[config.mk]
export PLATFORM = sky130hd
export DESIGN_NAME = cash_register_reply_deframer
export DESIGN_NICKNAME = d
export VERILOG_FILES = /design/src/rtl/core/crd_pkg.sv /design/src/rtl/core/crd_check.sv /design/src/rtl/core/crd_tracker.sv /design/src/rtl/core/cash_register_reply_deframer.sv
export SDC_FILE = /design/constraint.sdc
export NUM_CORES = 1
export LEC_CHECK = 0
export ABC_AREA = 1
export BUFFER_PORTS_ARGS = -buffer_cell sky130_fd_sc_hd__buf_2
export CORE_MARGIN = 5
export CORE_UTILIZATION = 40
export DETAILED_ROUTE_END_ITERATION = 7
export PLACE_DENSITY = 0.62
export SYNTH_ARGS = -nofsm -noshare
export SYNTH_HDL_FRONTEND = slang
export SYNTH_HIERARCHICAL = 1
export SYNTH_SLANG_ARGS = --single-unit
[constraint.sdc]
create_clock -name aclk -period 6.95 [get_ports aclk]
set_input_delay 0.695 -clock aclk [delete_from_list [all_inputs] [get_ports aclk]]
set_output_delay 0.695 -clock aclk [all_outputs]
set_load 0.03 [all_outputs]
[src/rtl/core/crd_pkg.sv]
// ----------------------------------------------------------------------------
// crd_pkg
// shared codes, constants and types of the cash register reply deframer
// ----------------------------------------------------------------------------
package crd_pkg;

    // framing characters
    localparam logic [7:0] SOH_BYTE   = 8'h01;
    localparam logic [7:0] ETX_BYTE   = 8'h03;
    localparam logic [7:0] EOT_BYTE   = 8'h04;
    localparam logic [7:0] ENQ_BYTE   = 8'h05;
    localparam logic [7:0] LEN_OFFSET = 8'h20;
    localparam logic [3:0] CHAR_BASE  = 4'h3;   // checksum digit is 0x30 + nibble

    // length rules; the *_OFS offsets are relative to the declared length
    localparam logic [7:0] MIN_LENGTH        = 8'd10;
    localparam logic [7:0] MIN_PAYLOAD_LEN   = 8'd11;
    localparam logic [7:0] PAYLOAD_FIRST_IDX = 8'd3;
    localparam logic [7:0] PAYLOAD_LAST_OFS  = 8'd9;
    localparam logic [7:0] EOT_OFS           = 8'd8;
    localparam logic [7:0] STATUS_FIRST_OFS  = 8'd7;
    localparam logic [7:0] STATUS_LAST_OFS   = 8'd2;
    localparam logic [7:0] CSUM_CHARS        = 8'd4;
    localparam logic [7:0] TAIL_DEPTH        = 8'd5;

    localparam int TAIL_N = 5;

    typedef enum logic [1:0] {
        ERR_OK     = 2'd0,
        ERR_FRAME  = 2'd1,
        ERR_LENGTH = 2'd2,
        ERR_CSUM   = 2'd3
    } err_t;

    localparam logic KIND_PAYLOAD = 1'b0;
    localparam logic KIND_VERDICT = 1'b1;

    // frame state seen by the verdict logic
    typedef struct packed {
        logic                    overflow;
        logic [7:0]              body_count;
        logic [7:0]              declared_length;
        logic [15:0]             sum_excl;     // byte sum without the last four bytes
        logic [TAIL_N-1:0][7:0]  tail;         // tail[0] oldest
        logic [7:0]              eot_byte;
    } crd_judge_t;

    // one result item
    typedef struct packed {
        logic        item_kind;
        logic [7:0]  payload_byte;
        logic [1:0]  error_code;
        logic [47:0] status_word;
        logic        is_last;
    } crd_result_t;

endpackage

[src/rtl/core/crd_check.sv]
// ----------------------------------------------------------------------------
// crd_check
// end-of-frame verdict from the collected frame state
// ----------------------------------------------------------------------------
module crd_check (
    input  crd_pkg::crd_judge_t judge_i,
    output crd_pkg::err_t       err_o
);
    import crd_pkg::*;

    logic       too_short;
    logic [7:0] count_less_csum;
    logic       len_bad;
    logic       csum_bad;

    always_comb begin
        too_short       = !judge_i.overflow && (judge_i.body_count < TAIL_DEPTH);
        count_less_csum = judge_i.body_count - CSUM_CHARS;
        len_bad         = judge_i.overflow
                        || (count_less_csum != judge_i.declared_length)
                        || (judge_i.declared_length < MIN_LENGTH);
        // four digits, most significant nibble first
        csum_bad = (judge_i.tail[1] != {CHAR_BASE, judge_i.sum_excl[15:12]})
                || (judge_i.tail[2] != {CHAR_BASE, judge_i.sum_excl[11:8]})
                || (judge_i.tail[3] != {CHAR_BASE, judge_i.sum_excl[7:4]})
                || (judge_i.tail[4] != {CHAR_BASE, judge_i.sum_excl[3:0]});

        if (too_short || judge_i.tail[0] != ENQ_BYTE) begin
            err_o = ERR_FRAME;
        end else if (len_bad) begin
            err_o = ERR_LENGTH;
        end else if (csum_bad) begin
            err_o = ERR_CSUM;
        end else if (judge_i.eot_byte != EOT_BYTE) begin
            err_o = ERR_FRAME;
        end else begin
            err_o = ERR_OK;
        end
    end

endmodule

[src/rtl/core/crd_tracker.sv]
// ----------------------------------------------------------------------------
// crd_tracker
// frame state registers and per-byte result decision
// ----------------------------------------------------------------------------
module crd_tracker (
    input  logic                 aclk,
    input  logic                 aresetn,
    input  logic                 advance_i,
    input  logic [7:0]           byte_i,
    output logic                 res_valid_o,
    output crd_pkg::crd_result_t res_o
);
    import crd_pkg::*;

    logic        in_frame_reg,  in_frame_next;
    crd_judge_t  judge_reg,     judge_next;
    logic [47:0] status_reg,    status_next;

    err_t        err;
    logic [7:0]  idx;
    logic [7:0]  len_cur;
    logic        long_enough;

    crd_check u_check (
        .judge_i (judge_reg),
        .err_o   (err)
    );

    always_comb begin
        in_frame_next = in_frame_reg;
        judge_next    = judge_reg;
        status_next   = status_reg;
        res_valid_o   = 1'b0;
        res_o         = '0;
        idx           = judge_reg.body_count;
        len_cur       = (idx == 8'd0) ? (byte_i - LEN_OFFSET) : judge_reg.declared_length;
        long_enough   = (len_cur >= MIN_LENGTH);

        if (!in_frame_reg) begin
            if (byte_i == SOH_BYTE) begin
                in_frame_next = 1'b1;
                judge_next    = '0;
                status_next   = '0;
            end
        end else if (byte_i == ETX_BYTE) begin
            res_valid_o       = 1'b1;
            res_o.item_kind   = KIND_VERDICT;
            res_o.error_code  = err;
            res_o.status_word = (err == ERR_OK) ? status_reg : 48'd0;
            res_o.is_last     = 1'b1;
            in_frame_next     = 1'b0;
        end else begin
            // checksum window moves on every body byte
            judge_next.sum_excl = judge_reg.sum_excl + {8'd0, judge_reg.tail[1]};
            for (int k = 0; k < TAIL_N - 1; k++) begin
                judge_next.tail[k] = judge_reg.tail[k+1];
            end
            judge_next.tail[TAIL_N-1] = byte_i;

            if (!judge_reg.overflow) begin
                if (idx == 8'd0) begin
                    judge_next.declared_length = len_cur;
                end
                if (&judge_reg.body_count) begin
                    judge_next.overflow = 1'b1;
                end else begin
                    judge_next.body_count = judge_reg.body_count + 8'd1;
                end
                if (long_enough) begin
                    if (idx == len_cur - EOT_OFS) begin
                        judge_next.eot_byte = byte_i;
                    end
                    if (idx >= len_cur - STATUS_FIRST_OFS && idx <= len_cur - STATUS_LAST_OFS) begin
                        status_next = {status_reg[39:0], byte_i};
                    end
                end
                if (len_cur >= MIN_PAYLOAD_LEN && idx >= PAYLOAD_FIRST_IDX
                    && idx <= len_cur - PAYLOAD_LAST_OFS) begin
                    res_valid_o        = 1'b1;
                    res_o.item_kind    = KIND_PAYLOAD;
                    res_o.payload_byte = byte_i;
                end
            end
        end
    end

    always_ff @(posedge aclk) begin
        if (!aresetn) begin
            in_frame_reg <= 1'b0;
            judge_reg    <= '0;
            status_reg   <= '0;
        end else if (advance_i) begin
            in_frame_reg <= in_frame_next;
            judge_reg    <= judge_next;
            status_reg   <= status_next;
        end
    end

endmodule

[src/rtl/core/cash_register_reply_deframer.sv]
// ----------------------------------------------------------------------------
// cash_register_reply_deframer
// streaming deframer for fiscal printer reply frames, one byte per request
// ----------------------------------------------------------------------------
// Takes one received byte per input request and sustains one byte per clock
// while the master side takes results. Each byte is taken into an input
// register and, when the result register is free or draining, its result
// is loaded there and offered to the master; the rate is set by the single
// frame tracker stage, which updates the frame state once per byte. A held
// result that is not taken stalls the input register, and the input then
// stalls once that register is full. Bytes outside a frame are dropped until
// SOH. Inside a frame, payload bytes come out as they arrive (tuser 0) and
// ETX yields one verdict (tuser 1, tlast 1) carrying the error code and, on
// success only, the 48-bit status word. The payload is emitted speculatively:
// drop it when the verdict is not ok.
// ----------------------------------------------------------------------------
module cash_register_reply_deframer (
    input  logic        aclk,
    input  logic        aresetn,
    // input byte stream
    input  logic        s_tvalid,
    output logic        s_tready,
    input  logic [7:0]  s_tdata,   // [7:0] rx_byte
    // result stream
    output logic        m_tvalid,
    input  logic        m_tready,
    output logic [63:0] m_tdata,   // [7:0] payload_byte, [9:8] error_code,
                                   // [57:10] status_word, [63:58] zero
    output logic        m_tuser,   // [0] item_kind
    output logic        m_tlast    // is_last
);
    import crd_pkg::*;

    // input register
    logic        in_valid_reg;
    logic [7:0]  in_byte_reg;
    // result register
    logic        out_valid_reg;
    crd_result_t out_reg;

    logic        advance;
    logic        res_valid;
    crd_result_t res;

    // the held byte moves on when the result register is free or draining
    assign advance  = in_valid_reg && (!out_valid_reg || m_tready);
    assign s_tready = !in_valid_reg || advance;

    always_ff @(posedge aclk) begin
        if (!aresetn) begin
            in_valid_reg <= 1'b0;
        end else if (s_tready) begin
            in_valid_reg <= s_tvalid;
        end
    end

    always_ff @(posedge aclk) begin
        if (s_tready && s_tvalid) begin
            in_byte_reg <= s_tdata;
        end
    end

    // frame state and per-byte decision
    crd_tracker u_tracker (
        .aclk        (aclk),
        .aresetn     (aresetn),
        .advance_i   (advance),
        .byte_i      (in_byte_reg),
        .res_valid_o (res_valid),
        .res_o       (res)
    );

    // result register, loads only bytes that produce a result
    always_ff @(posedge aclk) begin
        if (!aresetn) begin
            out_valid_reg <= 1'b0;
        end else if (advance) begin
            out_valid_reg <= res_valid;
        end else if (m_tready) begin
            out_valid_reg <= 1'b0;
        end
    end

    always_ff @(posedge aclk) begin
        if (advance && res_valid) begin
            out_reg <= res;
        end
    end

    assign m_tvalid = out_valid_reg;
    assign m_tdata  = {6'd0, out_reg.status_word, out_reg.error_code, out_reg.payload_byte};
    assign m_tuser  = out_reg.item_kind;
    assign m_tlast  = out_reg.is_last;

    // only a verdict closes a frame
    a_last_on_verdict: assert property (@(posedge aclk) disable iff (!aresetn)
        m_tvalid |-> (m_tlast == (m_tuser == KIND_VERDICT)))
        else $error("tlast does not match verdict kind");

    // payload requests carry no code and no status
    a_payload_clean: assert property (@(posedge aclk) disable iff (!aresetn)
        (m_tvalid && m_tuser == KIND_PAYLOAD) |-> (m_tdata[57:8] == 50'd0))
        else $error("payload request carries verdict fields");

    // status is shown on an ok verdict only
    a_status_on_ok: assert property (@(posedge aclk) disable iff (!aresetn)
        (m_tvalid && m_tuser == KIND_VERDICT && m_tdata[9:8] != ERR_OK)
        |-> (m_tdata[57:10] == 48'd0))
        else $error("status shown on failed verdict");

    // a verdict request never carries a payload byte
    a_verdict_no_byte: assert property (@(posedge aclk) disable iff (!aresetn)
        (m_tvalid && m_tuser == KIND_VERDICT) |-> (m_tdata[7:0] == 8'd0))
        else $error("verdict carries a payload byte");

endmodule
### Word level (Yosys, flattened, before mapping)

Cells that the tools add are included.

| word-level totals | value |
|---|---|
| word-level logic and storage cells | 118 |
| register bits | 200 |
| output and inout bits | 68 |
| bits of input ports | 12 |

| cells by class | value |
|---|---|
| muxes and demuxes | 32 |
| add/sub/neg operators | 8 |
| magnitude comparators | 8 |
| equal/unequal tests | 17 |
| reduce and logical (&&, ||, !) cells | 31 |
| bitwise logic cells | 2 |

Operators by type and width:

| kind | number |
|---|---|
| $mux 48 | 6 |
| $mux 81 | 3 |
| $mux 8 | 6 |
| $ne 8x6->1 | 4 |
| $mux 17 | 1 |
| $add 16x8->16 | 1 |
| $ge 8x4->1 const B | 2 |
| $le 8x8->1 | 2 |
| $ne 8x3->1 const B | 2 |
| $sub 8x3->8 const B | 2 |
| $sub 8x4->8 const B | 2 |
| $ne 2x2->1 const B | 7 |
| $mux 1 | 13 |
| $reduce_and 6->1 | 2 |
| $reduce_and 5->1 | 2 |
| $add 8x1->8 const B | 1 |
| $eq 8x1->1 const B | 1 |
| $eq 8x2->1 const B | 1 |
| $eq 8x8->1 | 1 |
| $ge 8x2->1 const B | 1 |
| $ge 8x8->1 | 1 |
| $logic_not 8->1 | 1 |
| $logic_or 1x1->1 | 8 |
| $lt 8x3->1 const B | 1 |
| other kinds (14) | 27 |

### Longest topological paths before layout

Gate-level depths: netlist (run 1).

| logic depth | value |
|---|---|
| word-level depth | 10 |
| depth in mapped cells | 30 |
| depth with buffers taken out | 30 |

### Hierarchy

Netlist (run 1), hierarchy kept.

Modules (own cells, without submodules):

| module | area an instance (um^2) | cells each | instances | sequential area each (um^2) |
|---|---|---|---|---|
| crd_tracker | 7283.2 | 1112 | 1 | 2602.5 |
| cash_register_reply_deframer | 2198.4 | 92 | 1 | 2082.0 |
| crd_check | 783.3 | 173 | 1 | 0.0 |

### Least setup slack after synthesis (run 1)

No wires, ideal clock.

| path | value |
|---|---|
| path type | register to register |
| start | register u_tracker.judge_reg, in the netlist u_tracker/idx[1] |
| end | register out_reg, in the netlist m_tdata[0] (enable) |
| clock period less this slack | 7542 ps |
| path buffers | 1 |
| stages on the path, launching flop included | 26 |
| path slack | -592 ps |
| library setup time | 551 ps |
| required time | 6399 ps |
| arrival time | 6991 ps |
| cell sequence | dfxtp_1 inv_1 ha_1 nand2_2 nor2_8 buf_8 o21a_4 nand2_4 nor2_1 nor2_1 nor2_1 nand2_1 inv_1 nand2_1 nand2_1 o21ai_0 inv_1 ha_1 nand2_1 nor4_1 nand2_1 nand2_1 nand3_1 nand2_1 inv_1 nor3_1 |

| between the ends | value |
|---|---|
| longest elaborated chain between the ends | 10 |
| elaborated cells between the ends (all ways) | 13 |
| those cells by class | add/sub: 1; order compare: 3; mux: 5; reduce/logical: 4 |

Ends and longest elaborated chain:

| what | line | source |
|---|---|---|
| from (decl) | crd_tracker.sv:16 | `crd_judge_t judge_reg, judge_next;` |
| from (signal assigned) | crd_tracker.sv:94 | `judge_reg <= judge_next;` |
| $logic_not 8->1 | crd_tracker.sv:36 | `len_cur = (idx == 8'd0) ? (byte_i - LEN_OFFSET) : judge_reg.declared_length;` |
| $mux 8 | crd_tracker.sv:36 |  |
| $sub 8x4->8 / $ge 8x4->1 (equally long branches) | crd_tracker.sv:78, crd_tracker.sv:77 |  |
| $le 8x8->1 / $logic_and 1x1->1 (equally long branches) | crd_tracker.sv:78, crd_tracker.sv:77 |  |
| $logic_and 1x1->1 * | crd_tracker.sv:78 | `&& idx <= len_cur - PAYLOAD_LAST_OFS) begin` |
| $mux 1 * | crd_tracker.sv:77 | `if (len_cur >= MIN_PAYLOAD_LEN && idx >= PAYLOAD_FIRST_IDX` |
| $mux 1 * | crd_tracker.sv:60 | `if (!judge_reg.overflow) begin` |
| $mux 1 * | crd_tracker.sv:45 | `end else if (byte_i == ETX_BYTE) begin` |
| $mux 1 * | crd_tracker.sv:39 | `if (!in_frame_reg) begin` |
| net res_valid | cash_register_reply_deframer.sv:42 | `logic res_valid;` |
| $logic_and 1x1->1 * | cash_register_reply_deframer.sv:85 | `if (advance && res_valid) begin` |
| to (signal assigned) | cash_register_reply_deframer.sv:86 | `out_reg <= res;` |
| to (decl) | cash_register_reply_deframer.sv:39 | `crd_result_t out_reg;` |

The timed path passes the listed nets; every way through them passes the cells marked *.
A chain may end at the register's enable or synchronous reset.

### Worst setup path in the final report (run 1)

| path | value |
|---|---|
| start | register u_tracker.judge_reg, in the netlist u_tracker/idx[0] |
| end | register u_tracker.status_reg[30] |

| between the ends | value |
|---|---|
| longest elaborated chain between the ends | 7 |
| elaborated cells between the ends (all ways) | 11 |
| those cells by class | add/sub: 2; order compare: 3; eq/ne: 2; mux: 1; reduce/logical: 3 |

Ends and longest elaborated chain:

| what | line | source |
|---|---|---|
| $logic_not 8->1 | crd_tracker.sv:36 |  |
| $mux 8 | crd_tracker.sv:36 |  |
| $sub 8x3->8 / $sub 8x2->8 (equally long branches) | crd_tracker.sv:73 | `if (idx >= len_cur - STATUS_FIRST_OFS && idx <= len_cur - STATUS_LAST_OFS) begin` |
| $ge 8x8->1 / $le 8x8->1 (equally long branches) | crd_tracker.sv:73 |  |
| $logic_and 1x1->1 | crd_tracker.sv:73 |  |
| $ne 2x2->1 (no line) | n/a |  |
| $reduce_and 6->1 (no line) * | n/a |  |
| to (signal assigned) | crd_tracker.sv:95 | `status_reg <= status_next;` |
| to (decl) | crd_tracker.sv:17 | `logic [47:0] status_reg, status_next;` |

Every way passes the cells marked *; elsewhere a longest branch is shown, timed or not.

==> results of run 1 <==
## cell usage after synthesis (2+ instances only)
master and n:
sky130_fd_sc_hd__a21oi_1 102, sky130_fd_sc_hd__buf_1 7, sky130_fd_sc_hd__buf_2 9, sky130_fd_sc_hd__buf_4 10
sky130_fd_sc_hd__buf_6 5, sky130_fd_sc_hd__buf_8 3, sky130_fd_sc_hd__clkbuf_1 22, sky130_fd_sc_hd__clkinv_1 3
sky130_fd_sc_hd__dfxtp_1 132, sky130_fd_sc_hd__edfxtp_1 68, sky130_fd_sc_hd__ha_1 34, sky130_fd_sc_hd__inv_1 170
sky130_fd_sc_hd__inv_2 4, sky130_fd_sc_hd__nand2_1 371, sky130_fd_sc_hd__nand2_2 32, sky130_fd_sc_hd__nand2_4 4
sky130_fd_sc_hd__nand3_1 41, sky130_fd_sc_hd__nand3b_1 3, sky130_fd_sc_hd__nand4_1 7, sky130_fd_sc_hd__nor2_1 204
sky130_fd_sc_hd__nor2_2 7, sky130_fd_sc_hd__nor3_1 27, sky130_fd_sc_hd__nor3b_1 6, sky130_fd_sc_hd__nor4_1 5
sky130_fd_sc_hd__o211ai_1 2, sky130_fd_sc_hd__o21a_1 3, sky130_fd_sc_hd__o21ai_0 31, sky130_fd_sc_hd__o21ai_1 16
sky130_fd_sc_hd__o21ai_2 3, sky130_fd_sc_hd__o21bai_1 3, sky130_fd_sc_hd__or2_2 6, sky130_fd_sc_hd__xnor2_1 12
sky130_fd_sc_hd__xor2_1 10
## path summary, 6_finish.rpt
| path | slack [ns] | to | from |
|---|---|---|---|
| setup / recovery | 2.12 | u_tracker/status_reg[30] | u_tracker/idx[0] |
| hold / removal | 0.44 | in_byte_reg[7] | s_tdata[7] |
| setup reg to reg | 2.12 | u_tracker/status_reg[30] | u_tracker/idx[0] |
| hold reg to reg | 0.47 | u_tracker/judge_reg[14] | u_tracker/judge_reg[14] |
## power by group through the flow
stage	combinational, uW	clock (uW)	sequential (uW)
finish	93.2	947	1210
global route	106	1010	1210
CTS	93.0	967	1210
detailed placement	92.5	0	1240
global placement	92.5	0	1240
floorplan	71.4	0	1230
## cells in the final DEF, fill, tap and decap left out, types with 7 or more instances in the layout
cell,count
sky130_fd_sc_hd__nand2_1,371
sky130_fd_sc_hd__nor2_1,204
sky130_fd_sc_hd__inv_1,169
sky130_fd_sc_hd__dfxtp_1,131
sky130_fd_sc_hd__a21oi_1,102
sky130_fd_sc_hd__buf_2,73
sky130_fd_sc_hd__edfxtp_1,68
sky130_fd_sc_hd__nand3_1,41
sky130_fd_sc_hd__ha_1,34
sky130_fd_sc_hd__nand2_2,32
sky130_fd_sc_hd__o21ai_0,31
sky130_fd_sc_hd__nor3_1,26
sky130_fd_sc_hd__clkbuf_16,17
sky130_fd_sc_hd__o21ai_1,16
sky130_fd_sc_hd__xnor2_1,12
sky130_fd_sc_hd__xor2_1,10
sky130_fd_sc_hd__nor2_2,7
sky130_fd_sc_hd__nand4_1,7
## logic make-up (layout without fill, tap and decap cells)
group | count (synthesis) | after routing | synth area share
AO/OA/AOI/OAI | 169 | 169 | 0.0901
adder cells (fa/ha/maj) | 35 | 35 | 0.0434
XOR/XNOR | 22 | 22 | 0.0188
AND/OR/NAND/NOR | 716 | 716 | 0.294
flip-flops | 200 | 200 | 0.456
buffers and inverters | 234 | 287 | 0.0974
other | 1 | 6 | 0.000365
## layout make-up
| class | instances | share of cell area |
|---|---|---|
| Tap cell | 330 | 0.0364 |
| Clock buffer | 17 | 0.0375 |
| Clock inverter | 15 | 0.0120 |
| Sequential cell | 200 | 0.413 |
| Timing Repair Buffer | 78 | 0.0355 |
| Multi-Input combinational cell | 948 | 0.407 |
| Inverter | 177 | 0.0586 |
## metal layers
metal	vias up	GRT usage	wire length (um)
met4	0	0.0434	337
li1	4413	-	-
met5	-	0	0
met2	153	0.276	11300
met3	24	0.0258	957
met1	3796	0.232	11600
## through the flow
step	setup WS, ns	hold WS, ns
3_3_place_gp	2.28	0.456
6_report	2.12	0.436
3_5_place_dp	2.18	0.458
2_1_floorplan	1.21	0.445
4_1_cts	2.16	0.421
5_1_grt	1.59	0.424
## worst max-delay path, delay by kind of cell, from the launching register on
kind	cells	cell delay, ns
compound gates	1	0.14
xor+xnor	1	0.15
fa+ha+maj	2	0.47
buf+inv	4	0.86
flops	1	0.37
simple gates	16	2.70
==> flow_summary.toml, run 1 <==
[power]
power_uw = 2250
sequential_cell_fraction_of_total_power = 0.537
sw_frac_of_total = 0.242
share_of_power_burned_in_the_clock_network = 0.421
internal_power_uw = 1710
p_switching_uw = 543
comb_power_share = 0.041
power.ir.vdd_worst_v = 0.000174
pwr_density_cell_nw_per_um2 = 198
cellLeakagePower_uw = 0.00475

[critical_path]
timing.critical_path.mode_cell = "sky130_fd_sc_hd__nand2_1"
required_ns = 7.27
arrival_ns = 5.15
critPathLaunchType = "flip-flop"
slowest_stage = "sky130_fd_sc_hd__nand2_4"
critPathMaxFanout = 75
setup.worst_path.end_class = "flip-flop"
cp_slowest_stage_delay_ns = 0.62
reg2regPathDepth = 24
timing.critical_path.cells = "inv_1 > ha_1 > nand2_2 > nor2_8 > nand2_1 > nand2_2 > nand2_1 > nor2_2 > nand2_1 > xnor2_1 > inv_1 > ha_1 > nand2_1 > inv_1 > nand3_1 > nand3b_1 > o21ai_1 > nand2_1 > nand2_1 > nand2_2 > nand2_4 > inv_1 > nor2_1 > nor2_1"
timing.setup.critical_path_class = "flip-flop to flip-flop"

[cts]
cts-hold-fix-buffers = 0
postCtsSetupBuffers = 0
cts_made_buffers = 17
cts_root_buffer = "sky130_fd_sc_hd__clkbuf_16"
path_clk_slew_ns = 0.08
tritoncts_clock_tree = "done"
cts_resized = 0
numClockSinks = 200
htree_num_levels = 4
clkLatencyLatePin_ns = 0.44
cts_buffer_depth = 2

[placement]
io_buffer_count = 73
placed_cell_area_sq_um = 10800
detailed_placement_wirelength_estimate_mm = 17.2
place_inst = 1733
gp_congestion = 0.903

[cells_and_area]
filler_cell_count = 2605
n_antenna_cell = 0
sequential_cell_area_sq_um = 4690
area_taken_by_multi_input_logic_gates_sq_um = 4610
nets = 1469
final_cells = 1765
final_core_utilization = 0.449
final_area_sq_um = 11300
largest_register_ffs = 73
syn_to_final_growth_pct = 10.5
share_of_final_layout_standard_cells_stronger_than_drive_strength_1 = 0.122

[global_routing]
global_route.usage.total = 0.168
grt_overflow = 0
vias_in_the_first_global_route = 7745
grt_antenna_before_repair = 0
grt_first_pass_wirelength_mm = 39.5
grt_start_max_net_pins = 76

[timing]
grt_setup_unrepaired = "no"
setup_viol = 0
timing.setup.tns_ns = 0
finalCriticalPeriod_ns = 4.83
relative_max_transition_margin = 0.219
clock.fmax_mhz = 207
slew_violations = 0
clock_skew_ns = 0.0172
timing.final.hold_violations = 0
final_min_period_over_clock_period = 0.695
worst_slew_pin_slew_ns = 1.17

[flow_run]
drv.max_cap_violation_count = 0

[drt]
remaining_drc_errors = 0
drt-vias-per-instance = 4.75
antenna_violating_nets_post_route = 0
post_drt_wl_per_cell_um = 13.7
via_count = 8386
drt-total-wl_mm = 24.2
firstDrtPassIters = 7
drtIter0Drc = 655

[synthesis]
synth-edff-count = 68
yosysTopAreaCellShare = 0.257
postSynth.asyncResetShare = 0
syn-instance-count = 1377
synthesis.area_sq_um = 10300
ys_types = 48
synth-seq-cells = 200
cell_types_with_the_largest_area_share_after_synthesis = "sky130_fd_sc_hd__dfxtp_1 26%, sky130_fd_sc_hd__edfxtp_1 20%, sky130_fd_sc_hd__nand2_1 14%"
synth_area_leader_cell = "sky130_fd_sc_hd__dfxtp_1"
yosys_warnings = 6
postSynth.topFlopCell = "sky130_fd_sc_hd__dfxtp_1"
seq_area_frac_synth = 0.456
synth.avg_cell_area_sq_um = 7.45

[floorplan]
fp.dieArea_sq_um = 29000
fp.coreArea_sq_um = 25300
boundaryPins = 80
chipWidth_um = 170
rows = 58
initial_core_util = 0.406
die_h_um = 170

[status]
result_of_the_run = "finished clean"

[hold_path]
timing.hold.worst.class = "input pin to flip-flop"
worstHoldPathCells = 1
Power figures use the tool's default switching activity.
==> inputs of run 2 (changes only) <==
clock period = 4 ns   (was 6.95 ns; I/O delays follow)
==> run 2 against run 1 <==
Final cell count is 1.8% higher. Worst setup slack worse by 1.9 ns. Critical endpoint is now m_tdata[1]. Die area stayed put. Highest routed layer unchanged. Critical path depth is 4 higher. Combinational power is 88% higher. Via count is 4.1% higher.
==> flow_summary.toml, run 2 (same netlist as run 1, synthesis figures left out) <==
[timing]
clock.fmax_mhz = 266
final_min_period_over_clock_period = 0.940
timing.final.hold_violations = 0
setup_viol = 0
timing.hold.ws_ns = 0.129
timing.setup.tns_ns = 0
relative_max_transition_margin = 0.233
clock_skew_ns = 0.0160
worst_slew_pin_slew_ns = 1.15
finalCriticalPeriod_ns = 3.76
slew_violations = 0

[hold_path]
worstHoldPathCells = 1
min_delay_worst_endpoint = "in_byte_reg[7]"
timing.hold.worst.start = "s_tdata[7]"
timing.hold.worst.class = "input pin to flip-flop"

[drt]
drtIter0Drc = 689
drt-total-wl_mm = 25.5
firstDrtPassIters = 5
remaining_drc_errors = 0
via_count = 8731
drt-vias-per-instance = 4.86
antenna_violating_nets_post_route = 0
post_drt_wl_per_cell_um = 14.2

[global_routing]
grt_overflow = 0
vias_in_the_first_global_route = 7896
global_route.usage.total = 0.174
grt_first_pass_wirelength_mm = 41.0
grt_start_max_net_pins = 61
grt_antenna_before_repair = 0

[cts]
clkLatencyLatePin_ns = 0.44
cts_made_buffers = 17
cts_buffer_depth = 2
htree_num_levels = 4
cts_root_buffer = "sky130_fd_sc_hd__clkbuf_16"
tritoncts_clock_tree = "done"
numClockSinks = 200
path_clk_slew_ns = 0.08

[floorplan]
chipWidth_um = 170
boundaryPins = 80
rows = 58
initial_core_util = 0.406
die_h_um = 170
fp.coreArea_sq_um = 25300
fp.dieArea_sq_um = 29000

[cells_and_area]
share_of_final_layout_standard_cells_stronger_than_drive_strength_1 = 0.156
nets = 1500
most-common-layout-cells = "369 x sky130_fd_sc_hd__nand2_1, 199 x sky130_fd_sc_hd__nor2_1, 165 x sky130_fd_sc_hd__inv_1"
final_cells = 1796
n_antenna_cell = 0
layout_commonest_cell = "sky130_fd_sc_hd__nand2_1"
filler_cell_count = 2571
syn_to_final_growth_pct = 15.6
largest_register_ffs = 73

[critical_path]
slowest_stage = "sky130_fd_sc_hd__dfxtp_4"
timing.reg2reg.setup_slack_ns = 0.24
critPathLaunchType = "flip-flop"
critPathMaxFanout = 15
cp_slowest_stage_delay_ns = 0.38
r2r_start = "u_tracker/idx[0]"
timing.setup.critical_path_class = "flip-flop to flip-flop"
reg2regPathDepth = 28
timing.critical_path.mode_cell = "sky130_fd_sc_hd__nand2_1"
setup.worst_path.end_class = "flip-flop"
required_ns = 4.16
arrival_ns = 3.92
timing.rr.end = "m_tdata[1]"

[power]
power.ir.vdd_worst_v = 0.000213
pwr_density_cell_nw_per_um2 = 339
cellLeakagePower_uw = 0.00499

[placement]
gp_congestion = 0.946
place_inst = 1752
detailed_placement_wirelength_estimate_mm = 17.8
io_buffer_count = 73

[status]
result_of_the_run = "finished clean"

[flow_run]
drv.max_cap_violation_count = 0
## run 2: changes by cell type in the layout (fill, tap and decap cells not counted), moves of 3 or more
cell / before / now
sky130_fd_sc_hd__dfxtp_2: 1 / 6
sky130_fd_sc_hd__dfxtp_1: 131 / 124
sky130_fd_sc_hd__inv_4: 0 / 3
sky130_fd_sc_hd__nor2_2: 7 / 10
sky130_fd_sc_hd__clkinv_8: 2 / 6
sky130_fd_sc_hd__nor2_4: 0 / 3
sky130_fd_sc_hd__clkbuf_16: 17 / 20
sky130_fd_sc_hd__inv_1: 169 / 165
sky130_fd_sc_hd__nor2_1: 204 / 199
sky130_fd_sc_hd__buf_4: 5 / 25
sky130_fd_sc_hd__buf_12: 0 / 4
## run 2: how the worst max path moves through the flow
stage                           startpoint     endpoint  slack (ns)  cells after the start
final                     u_tracker/idx[0]   m_tdata[1]        0.24                     28
after global placement    u_tracker/idx[7]  m_tdata[18]        0.29                     27
after detailed placement  u_tracker/idx[7]  m_tdata[11]        0.20                     27
after global routing      u_tracker/idx[0]   m_tdata[1]       -0.02                     28
after floorplan           u_tracker/idx[0]   m_tdata[0]       -0.47                     23
after CTS                 u_tracker/idx[7]  m_tdata[24]        0.17                     27
## run 2: area by class of cell
class,instances,area [sq um],share of cell area
multi-input combinational,949,4700,0.396
sequential,200,4700,0.396
timing repair buffer,108,762,0.0642
inverter,177,669,0.0564
clock buffer,17,425,0.0359
tap,330,413,0.0348
clock inverter,15,190,0.0160
## run 2: worst max-delay path: cells and delay by family (launching register included)
family,cells,cell delay [ns]
fa+ha+maj,2,0.44
flops,1,0.38
simple gates,18,1.85
buf+inv,8,0.79
## run 2: power by group
group | switching [uW] | internal, uW | leakage (uW)
logic | 118 | 57.0 | 0.00314
clock network | 893 | 857 | 0.000299
registers | 7.83 | 2090 | 0.00156
## run 2: stage by stage
step	total power [uW]	area [sq um]	worst slack, ns	util
after global routing	4170	11900	-0.0176	0.470
after CTS	4060	11600	0.168	0.461
after detailed placement	2310	11000	0.196	0.436
final	4020	11900	0.241	0.470
after floorplan	2270	10400	-0.474	-
after global placement	2310	11000	0.289	0.436
## run 2: routing by layer
layer,GRT usage,share of wire
met2,0.286,0.47
met4,0.0375,0.011
met5,0,0
met1,0.241,0.47
met3,0.0307,0.050
## run 2: timing repair
action,4_1_cts,5_1_grt
endpoints found under the setup margin,0,107
setup buffers,0,6
hold buffers,0,0
gates resized for setup,0,14
==> inputs of run 3 (changes only) <==
PLACE_DENSITY = not set   (was 0.62)
==> run 3 against run 2 <==
Final area up 1.3%. Sequential share of layout area shrank 0.50 points. Largest cell class is now registers. Fmax down 3.1%. Combinational power grew 5%. Die area unchanged. Routed wire length grew 1.9%. Sequential power about the same. Total power up 1.7%. Clock power up 3%. Final cell count increased by 0.72%.
==> flow_summary.toml, run 3 (same netlist as run 1, synthesis figures left out) <==
[cells_and_area]
share_of_final_layout_standard_cells_stronger_than_drive_strength_1 = 0.164
largest_register_ffs = 73
n_antenna_cell = 0
syn_to_final_growth_pct = 17.0
most-common-layout-cells = "368 x sky130_fd_sc_hd__nand2_1, 198 x sky130_fd_sc_hd__nor2_1, 164 x sky130_fd_sc_hd__inv_1"
nets = 1513
layout_commonest_cell = "sky130_fd_sc_hd__nand2_1"

[critical_path]
slowest_stage = "sky130_fd_sc_hd__dfxtp_4"
critPathLaunchType = "flip-flop"
arrival_ns = 4.04
required_ns = 4.16
critPathMaxFanout = 8
cp_slowest_stage_delay_ns = 0.38
timing.setup.critical_path_class = "flip-flop to flip-flop"
setup.worst_path.end_class = "flip-flop"
crit_family = "simple AND/OR/NAND/NOR gates"
worst-path-buf-inv = 7

[timing]
relative_max_transition_margin = 0.463
timing.final.hold_violations = 0
clock_skew_ns = 0.0159
worst_slew_pin_slew_ns = 0.805
final_min_period_over_clock_period = 0.969
timing.setup.tns_ns = 0
finalCriticalPeriod_ns = 3.88
timing.hold.ws_ns = 0.130
clock.fmax_mhz = 258
slew_violations = 0
setup_viol = 0

[floorplan]
chipWidth_um = 170
die_h_um = 170
fp.coreArea_sq_um = 25300
fp.dieArea_sq_um = 29000
initial_core_util = 0.406
rows = 58
boundaryPins = 80

[placement]
detailed_placement_wirelength_estimate_mm = 18.1
io_buffer_count = 73
gp_congestion = 0.860

[global_routing]
global_route.usage.total = 0.177
grt_start_max_net_pins = 61
grt_antenna_before_repair = 0
vias_in_the_first_global_route = 8110
grt_overflow = 0
grt_first_pass_wirelength_mm = 41.6

[cts]
cts-hold-fix-buffers = 0
cts_buffer_depth = 2
numClockSinks = 200
clkLatencyLatePin_ns = 0.44
cts_root_buffer = "sky130_fd_sc_hd__clkbuf_16"
tritoncts_clock_tree = "done"
cts_made_buffers = 17
htree_num_levels = 4
path_clk_slew_ns = 0.09

[status]
result_of_the_run = "finished clean"

[power]
power.ir.vdd_worst_v = 0.000321
cellLeakagePower_uw = 0.00507
pwr_density_cell_nw_per_um2 = 341

[drt]
post_drt_wl_per_cell_um = 14.4
via_count = 8803
antenna_violating_nets_post_route = 0
drt-total-wl_mm = 26.0
remaining_drc_errors = 0
drt-vias-per-instance = 4.87
drtIter0Drc = 562
firstDrtPassIters = 5

[hold_path]
timing.hold.worst.class = "input pin to flip-flop"

[flow_run]
drv.max_cap_violation_count = 0
run 3: cell types whose count changed in the layout (fill, tap and decap cells not counted), moves of 2 or more:
| cell | change |
|---|---|
| sky130_fd_sc_hd__buf_12 | +2 |
| sky130_fd_sc_hd__buf_4 | +12 |
| sky130_fd_sc_hd__clkinv_8 | -2 |
| sky130_fd_sc_hd__inv_4 | -2 |
| sky130_fd_sc_hd__inv_8 | +2 |
| sky130_fd_sc_hd__o21ai_0 | -2 |
| sky130_fd_sc_hd__o21ai_1 | +2 |
run 3: what timing repair did:
item	4_1_cts	5_1_grt
buffers inserted	0	20
resized for setup	0	24
endpoints found under the setup margin	0	105
endpoints found under the hold margin	0	0
run 3: cell type report:
cell class,instances,area [sq um]
Timing Repair Buffer,122,902
Clock inverter,15,204
Clock buffer,17,425
Fill cell,2521,13200
Inverter,177,672
Sequential cell,200,4700
Tap cell,330,413
Multi-Input combinational cell,948,4700
run 3: final timing paths:
path                               start                     end  slack (ns)  depth (start not counted)
setup / recovery        u_tracker/idx[0]             m_tdata[39]        0.12                         25
hold reg to reg   u_tracker/judge_reg[9]  u_tracker/judge_reg[9]        0.47                          2
hold / removal                s_tdata[7]          in_byte_reg[7]        0.13                          1
setup reg to reg        u_tracker/idx[0]             m_tdata[39]        0.12                         25
run 3: power breakdown:
part           switching [uW]  internal, uW  total (uW)  leakage [uW]
combinational             121          61.3         183       0.00320
sequential               8.05          2090        2100       0.00156
clock                     937           874        1810      0.000301
run 3: worst register-to-register path, stage by stage, from the launching register on:
cell and delay [ns]:
sky130_fd_sc_hd__dfxtp_4 0.38, sky130_fd_sc_hd__inv_6 0.08, sky130_fd_sc_hd__ha_4 0.14, sky130_fd_sc_hd__nand2_4 0.07, sky130_fd_sc_hd__nor2_8 0.22, sky130_fd_sc_hd__buf_4 0.16, sky130_fd_sc_hd__o21ai_4 0.09, sky130_fd_sc_hd__buf_4 0.15
sky130_fd_sc_hd__nor2_2 0.10, sky130_fd_sc_hd__xor2_1 0.16, sky130_fd_sc_hd__inv_1 0.06, sky130_fd_sc_hd__ha_1 0.29, sky130_fd_sc_hd__a21o_1 0.18, sky130_fd_sc_hd__a21oi_1 0.12, sky130_fd_sc_hd__nor2_1 0.06, sky130_fd_sc_hd__o21ai_1 0.13
sky130_fd_sc_hd__nand2_1 0.06, sky130_fd_sc_hd__a21oi_1 0.13, sky130_fd_sc_hd__o21bai_1 0.10, sky130_fd_sc_hd__nand2_2 0.09, sky130_fd_sc_hd__nand3_1 0.07, sky130_fd_sc_hd__nand2_1 0.10, sky130_fd_sc_hd__inv_2 0.06, sky130_fd_sc_hd__nor3_4 0.25
sky130_fd_sc_hd__buf_12 0.20, sky130_fd_sc_hd__clkbuf_16 0.17
run 3: per-layer routing:
metal | vias up | GRT usage | routed length, um
met5 | - | 0 | 0
met1 | 4058 | 0.245 | 12200
li1 | 4510 | - | -
met3 | 35 | 0.0288 | 1090
met4 | 0 | 0.0545 | 605
met2 | 200 | 0.285 | 12100
run 3: metrics by stage:
stage	utilization	area (sq um)	cells	total power (uW)	setup WS, ns
detailed placement	0.436	11000	1751	2310	0.101
finish	0.476	12000	1809	4090	0.122
global placement	0.436	11000	1751	2310	0.180
CTS	0.461	11600	1783	4120	0.0773
floorplan	-	10400	1382	2270	-0.474
global route	0.476	12000	1809	4230	-0.0394
